--- config.mk ---
export PLATFORM = sky130hd
export DESIGN_NAME = annex_b_nal_splitter
export DESIGN_NICKNAME = d
export VERILOG_FILES = /design/src/sv/nalsp_pkg.sv /design/src/sv/nalsp_in_stage.sv /design/src/sv/nalsp_core.sv /design/src/sv/annex_b_nal_splitter.sv
export SDC_FILE = /design/constraint.sdc
export NUM_CORES = 1
export LEC_CHECK = 0
export BUFFER_PORTS_ARGS = -buffer_cell sky130_fd_sc_hd__clkbuf_2
export CORE_AREA = 5 5 65 67
export DETAILED_ROUTE_END_ITERATION = 10
export DIE_AREA = 0 0 70 72
export GPL_ROUTABILITY_DRIVEN = 1
export PLACE_DENSITY = 0.81
export SLEW_MARGIN = 10
export SYNTH_ARGS = -nofsm -noshare
export SYNTH_HDL_FRONTEND = slang
export SYNTH_SLANG_ARGS = --single-unit
--- constraint.sdc ---
create_clock -name clk_i -period 7.55 [get_ports clk_i]
set_input_delay 0.3775 -clock clk_i [delete_from_list [all_inputs] [get_ports clk_i]]
set_output_delay 0.3775 -clock clk_i [all_outputs]
set_load 0.03 [all_outputs]
--- src/sv/nalsp_pkg.sv ---
`default_nettype none
// ----------------------------------------------------------------------------
// nalsp_pkg
// Types and constants shared by the Annex-B NAL splitter modules.
// ----------------------------------------------------------------------------
package nalsp_pkg;

  localparam int unsigned ZeroRunMaxDef = 255;
  localparam int unsigned RunCountMax   = 255;

  localparam logic [7:0] StartCodeByte = 8'h01;
  localparam logic [7:0] MinStartZeros = 8'd2;
  localparam logic [7:0] NalTypeMask   = 8'h1F;

  typedef struct packed {
    logic [7:0] in_byte;
    logic       packet_last;
  } nalsp_in_t;

  typedef struct packed {
    logic       data_valid;
    logic [7:0] data_byte;
    logic [7:0] zeros_before;
    logic       zeros_clipped;
    logic       first_of_nal;
    logic [4:0] nal_type;
    logic       end_of_nal;
  } nalsp_out_t;

endpackage : nalsp_pkg
`default_nettype wire

--- src/sv/nalsp_in_stage.sv ---
`default_nettype none
// ----------------------------------------------------------------------------
// nalsp_in_stage
// Input register: holds one accepted item until the parser takes it.
// ----------------------------------------------------------------------------
module nalsp_in_stage
  import nalsp_pkg::*;
(
  input  wire logic      clk_i,
  input  wire logic      rst_ni,
  input  wire logic      in_valid_i,
  output logic           in_stall_o,
  input  wire nalsp_in_t in_item_i,
  input  wire logic      take_i,
  output logic           item_vld_o,
  output nalsp_in_t      item_o
);

  logic      vld_q, vld_d;
  nalsp_in_t item_q;

  assign in_stall_o = vld_q && !take_i;
  assign vld_d      = in_stall_o ? vld_q : in_valid_i;

  always_ff @(posedge clk_i or negedge rst_ni) begin
    if (!rst_ni) begin
      vld_q <= 1'b0;
    end else begin
      vld_q <= vld_d;
    end
  end

  always_ff @(posedge clk_i) begin
    if (!in_stall_o && in_valid_i) begin
      item_q <= in_item_i;
    end
  end

  assign item_vld_o = vld_q;
  assign item_o     = item_q;

endmodule : nalsp_in_stage
`default_nettype wire

--- src/sv/nalsp_core.sv ---
`default_nettype none
// ----------------------------------------------------------------------------
// nalsp_core
// Start code detection, zero run count and unit tracking for one byte.
// ----------------------------------------------------------------------------
module nalsp_core
  import nalsp_pkg::*;
#(
  parameter int unsigned ZERO_RUN_MAX = ZeroRunMaxDef
) (
  input  wire logic      clk_i,
  input  wire logic      rst_ni,
  input  wire logic      advance_i,
  input  wire nalsp_in_t item_i,
  output logic           emit_o,
  output nalsp_out_t     res_o
);

  localparam logic [7:0] RunCap = (ZERO_RUN_MAX > RunCountMax) ? 8'(RunCountMax)
                                                               : 8'(ZERO_RUN_MAX);

  logic       inside_q, inside_d;
  logic [7:0] zero_run_q, zero_run_d;
  logic       clip_q, clip_d;
  logic       has_data_q, has_data_d;

  always_ff @(posedge clk_i or negedge rst_ni) begin
    if (!rst_ni) begin
      inside_q   <= 1'b0;
      zero_run_q <= '0;
      clip_q     <= 1'b0;
      has_data_q <= 1'b0;
    end else if (advance_i) begin
      inside_q   <= inside_d;
      zero_run_q <= zero_run_d;
      clip_q     <= clip_d;
      has_data_q <= has_data_d;
    end
  end

  always_comb begin
    inside_d   = inside_q;
    zero_run_d = zero_run_q;
    clip_d     = clip_q;
    has_data_d = has_data_q;
    emit_o     = 1'b0;
    res_o      = '0;

    if (item_i.in_byte == '0) begin
      if (zero_run_q < RunCap) begin
        zero_run_d = zero_run_q + 8'd1;
      end else begin
        clip_d = 1'b1;
      end
    end else if (item_i.in_byte == StartCodeByte && zero_run_q >= MinStartZeros) begin
      if (inside_q && has_data_q) begin
        emit_o           = 1'b1;
        res_o.end_of_nal = 1'b1;
      end
      inside_d   = 1'b1;
      has_data_d = 1'b0;
      zero_run_d = '0;
      clip_d     = 1'b0;
    end else if (inside_q) begin
      emit_o              = 1'b1;
      res_o.data_valid    = 1'b1;
      res_o.data_byte     = item_i.in_byte;
      res_o.zeros_before  = zero_run_q;
      res_o.zeros_clipped = clip_q;
      if (!has_data_q) begin
        res_o.first_of_nal = 1'b1;
        res_o.nal_type     = (zero_run_q != '0) ? 5'd0
                                                : 5'(item_i.in_byte & NalTypeMask);
      end
      has_data_d = 1'b1;
      zero_run_d = '0;
      clip_d     = 1'b0;
    end else begin
      zero_run_d = '0;
      clip_d     = 1'b0;
    end

    if (item_i.packet_last) begin
      if (inside_d && has_data_d && !res_o.end_of_nal) begin
        emit_o           = 1'b1;
        res_o.end_of_nal = 1'b1;
      end
      inside_d   = 1'b0;
      zero_run_d = '0;
      clip_d     = 1'b0;
      has_data_d = 1'b0;
    end
  end

endmodule : nalsp_core
`default_nettype wire

--- src/sv/annex_b_nal_splitter.sv ---
// Path: an accepted byte waits in the input register; its result is registered
//   in the result register once the output is free and shown from then on.
// Throughput: one byte per cycle unless the output stalls; the input and the
//   result registers part the sides; one more byte fits while a result waits.
// Reset: asynchronous, clears the valid flags and the parser state (outside
//   any unit, no pending zeros); no clearing pass, ready at once.
`default_nettype none
// ----------------------------------------------------------------------------
// annex_b_nal_splitter
// Cuts an Annex-B byte stream into NAL units, one byte per item.
// ----------------------------------------------------------------------------
module annex_b_nal_splitter
  import nalsp_pkg::*;
#(
  parameter int unsigned ZERO_RUN_MAX = ZeroRunMaxDef
) (
  input  wire logic       clk_i,
  input  wire logic       rst_ni,
  input  wire logic       in_valid_i,
  output logic            in_stall_o,
  input  wire nalsp_in_t  in_item_i,
  output logic            out_valid_o,
  input  wire logic       out_stall_i,
  output nalsp_out_t      out_item_o
);

  logic       item_vld;
  nalsp_in_t  item;
  logic       out_ready;
  logic       advance;
  logic       emit;
  nalsp_out_t res;
  logic       out_vld_q, out_vld_d;
  nalsp_out_t out_item_q;

  assign out_ready = !out_vld_q || !out_stall_i;
  assign advance   = item_vld && out_ready;

  nalsp_in_stage u_in (
    .clk_i      (clk_i),
    .rst_ni     (rst_ni),
    .in_valid_i (in_valid_i),
    .in_stall_o (in_stall_o),
    .in_item_i  (in_item_i),
    .take_i     (advance),
    .item_vld_o (item_vld),
    .item_o     (item)
  );

  nalsp_core #(
    .ZERO_RUN_MAX (ZERO_RUN_MAX)
  ) u_core (
    .clk_i     (clk_i),
    .rst_ni    (rst_ni),
    .advance_i (advance),
    .item_i    (item),
    .emit_o    (emit),
    .res_o     (res)
  );

  assign out_vld_d = out_ready ? (advance && emit) : out_vld_q;

  always_ff @(posedge clk_i or negedge rst_ni) begin
    if (!rst_ni) begin
      out_vld_q <= 1'b0;
    end else begin
      out_vld_q <= out_vld_d;
    end
  end

  always_ff @(posedge clk_i) begin
    if (out_ready && advance && emit) begin
      out_item_q <= res;
    end
  end

  assign out_valid_o = out_vld_q;
  assign out_item_o  = out_item_q;

endmodule : annex_b_nal_splitter
`default_nettype wire

==> key figures <==
Power and ir drop
  – Peak VDD IR: 0.149 mV
  – Pwr Total: 0.000473 W
  – Pleak: 1.02 nW
  – PwrDens: 202 nW/µm²

Layout
  – Layout cells sized above 1: 0.281
  – Non-Filler Instances: 240
  – ANT cells: 0
  – Fillers: 287
  – Final Cell Area: 2340 µm²
  – P&R area growth vs syn: 18.7%
  – Utilization after layout: 0.653
  – Area of the multi-input gates: 603 µm²
  – Final nets: 207
  – Register area: 1350 µm²

Floorplanning
  – I/O pin cnt: 40
  – Core area: 3580 µm²
  – Die W: 70 µm
  – Row count: 22
  – Initial Util: 0.550
  – Die height: 72 µm
  – Die area: 5040 µm²

Timing
  – Clk_skew: 0.00928 ns
  – Tmin final: 2.45 ns
  – Final hold violation count: 0
  – RSZ-0062 raised after global routing: false
  – Period Utilization, post-route: 0.324
  – Fin Setup TNS: 0 ns
  – Highest clock rate: 408 MHz
  – Final slew viol count: 0
  – # setup viols final: 0
  – Worst slew pin tran: 0.721 ns
  – Max-slew headroom: 0.518

Setup path
  – R2R Setup Slk: 5.10 ns
  – WP data arrival: 2.44 ns
  – WS Path Type: register to register
  – Max stage delay on crit path: 0.62 ns
  – Setup crit start kind: register
  – Slowest CP cell: a21oi_4
  – CP cell instances: nor4_4 > nand3_2 > o2bb2ai_4 > inv_1 > a21oi_4
  – CP max FO: 25
  – Worst-case reg-to-reg path depth: 5
  – Worst Path Required: 7.54 ns
  – Worst setup EP type: register
  – Reg2reg start: u_core.zero_run_q[6]$_DFFE_PN0P_
  – Reg2reg end: out_item_o[11]$_SDFFCE_PP0P_

GRT
  – Largest net degree at the start of global routing: 26
  – All-layer global routing usage: 0.141
  – Total gr overflow: 0
  – First-pass GRT wire length: 5670 µm
  – Antenna violations before repair: 0
  – Vias in the first global route: 1180

Yosys
  – Synthesized net count: 162
  – Mapped Area: 1970 µm²
  – Main area contributors after synthesis: edfxtp_1 52%, dfrtp_1 17%, and2_1 6.4%, nor2_1 2.5%, a21oi_1 2.0%
  – Register area share after synthesis: 0.684
  – Yosys cell types: 34
  – Area leader, netlist: edfxtp_1
  – Mean Syn Cell Area: 13.5 µm²
  – Dominant synthesized flop cell: edfxtp_1
  – Cells after synthesis: 146
  – Post-synth EDFFs: 34
  – Seq cells post-synth: 47
  – Warnings from Yosys: 0
  – Most frequent cell after synthesis: edfxtp_1
  – Post-synth top cells: 34 x edfxtp_1, 20 x and2_1, 13 x dfrtp_1, 13 x nor2_1, 9 x nand2_1
  – Synth async-reset ratio: 0.277
  – Share of the synthesized area in the top cell type: 0.518

Clock network
  – Postcts setup bufs: 0
  – Clock Path Buffers: 2
  – Clk_lat worst skew: 0.35 ns
  – CTS tree: built
  – TritonCTS buffer count: 5
  – Clock transition at path regs: 0.12 ns
  – Clk sink count: 47
  – Max H-tree Level: 2
  – Root Buffer Master: clkbuf_4

Route
  – Pre-antenna DRT Iters: 4
  – Via count: 1225
  – Initial detailed-routing violation count: 71
  – Via-per-instance ratio: 5.10
  – Number of routed nets with antenna violations: 0
  – WL per Instance: 13.7 µm
  – Remaining DRCs: 0
  – Routed WL: 3280 µm

Worst hold path
  – WHS Path Cells: 1
  – Hold Crit Class: input port to register
  – Worst Min Path Start: in_item_i[6]
  – Endpoint, Worst Hold: u_in.item_o[6]$_DFFE_PP_

Placed design
  – DP HPWL: 2490 µm
  – Routability cong.: 0.806
  – Placed Area: 2220 µm²
  – Port-buffer cells: 39
  – Placed Cells: 231

Run
  – Max-cap viol count: 0

Status
  – Status: finished, final reports clean
==> routing by layer <==
metal / up-vias / GRT usage / wire length, µm
li1: 618 / - / -
met1: 562 / 0.188 / 1500
met2: 40 / 0.217 / 1510
met3: 5 / 0.0512 / 213
met4: 0 / 0.0468 / 48
met5: - / 0 / 0
==> where the power goes <==
group	switching (W)	leakage (nW)	total [W]	internal [W]
registers	0.00000484	0.556	0.000284	0.000279
logic	0.00000725	0.410	0.0000124	0.00000520
clock network	0.0000732	0.0525	0.000177	0.000103
total	0.0000853	1.02	0.000473	0.000388
==> sequential cells by signal, summed over array words and instances (netlist names) <==
name               cells
out_valid_o            1
u_in.item_vld_o        1
u_core.inside_q        1
u_in.item_o            9
u_core.zero_run_q      8
u_core.has_data_q      1
u_core.clip_q          1
out_item_o            25
==> through the flow <==
stage	worst slack, ns	hold slack, ns
5_1_grt	4.88	0.159
4_1_cts	4.70	0.174
2_1_floorplan	4.64	0.0819
3_3_place_gp	4.85	0.283
3_5_place_dp	4.74	0.292
6_report	5.10	0.189
==> critical path, delay by kind of cell (launching register included) <==
family,cells,cell delay [ns]
AO/OA/AOI/OAI,2,0.93
AND/OR/NAND/NOR,2,0.50
flip-flops,1,0.48
buffers and inverters,1,0.17
==> placed cells by master, fill, tap and decap left out, drive strengths merged, types with 2 or more instances in the layout <==
cell type   n
inv         6
nor3        2
nand3       8
nor2       13
bufinv      2
a21oi       8
and2       20
xor2        2
edfxtp     34
xnor2       2
dfrtp      13
nand2       9
clkbuf     45
a21boi      2
o21ai       4
nor4        3
nor3b       2
nand4       2
ha          3
==> repair_timing <==
action                    CTS  global route
hold buffers                1             0
hold endpoints to repair   13             0
gates resized for setup     0             0
==> kinds of logic after synthesis <==
family,synth area share
simple gates,0.186
flops,0.684
xor+xnor,0.0178
compound gates,0.0775
fa+ha+maj,0.0191
buf+inv,0.0159
==> worst max path at each step <==
stage / slack (ns) / end / start
5_1_grt: 4.88 / out_item_o[10]$_SDFFCE_PP0P_ / u_core.zero_run_q[6]$_DFFE_PN0P_
6_report: 5.10 / out_item_o[11]$_SDFFCE_PP0P_ / u_core.zero_run_q[6]$_DFFE_PN0P_
3_5_place_dp: 4.74 / out_item_o[14]$_SDFFCE_PP0P_ / u_core.zero_run_q[6]$_DFFE_PN0P_
2_1_floorplan: 4.64 / out_item_o[0]$_DFFE_PP_ / u_in.item_o[3]$_DFFE_PP_
4_1_cts: 4.70 / out_item_o[14]$_SDFFCE_PP0P_ / u_core.zero_run_q[6]$_DFFE_PN0P_
3_3_place_gp: 4.85 / out_item_o[11]$_SDFFCE_PP0P_ / u_core.zero_run_q[6]$_DFFE_PN0P_
==> layout make-up <==
| type | instances | share of cell area |
|---|---|---|
| Tap cell | 48 | 0.0257 |
| Clock buffer | 6 | 0.0177 |
| Sequential cell | 47 | 0.576 |
| Multi-Input combinational cell | 91 | 0.258 |
| Clock inverter | 2 | 0.0257 |
| Timing Repair Buffer | 40 | 0.0877 |
| Inverter | 6 | 0.00963 |
Note: power is estimated with default switching activity, not from simulation.
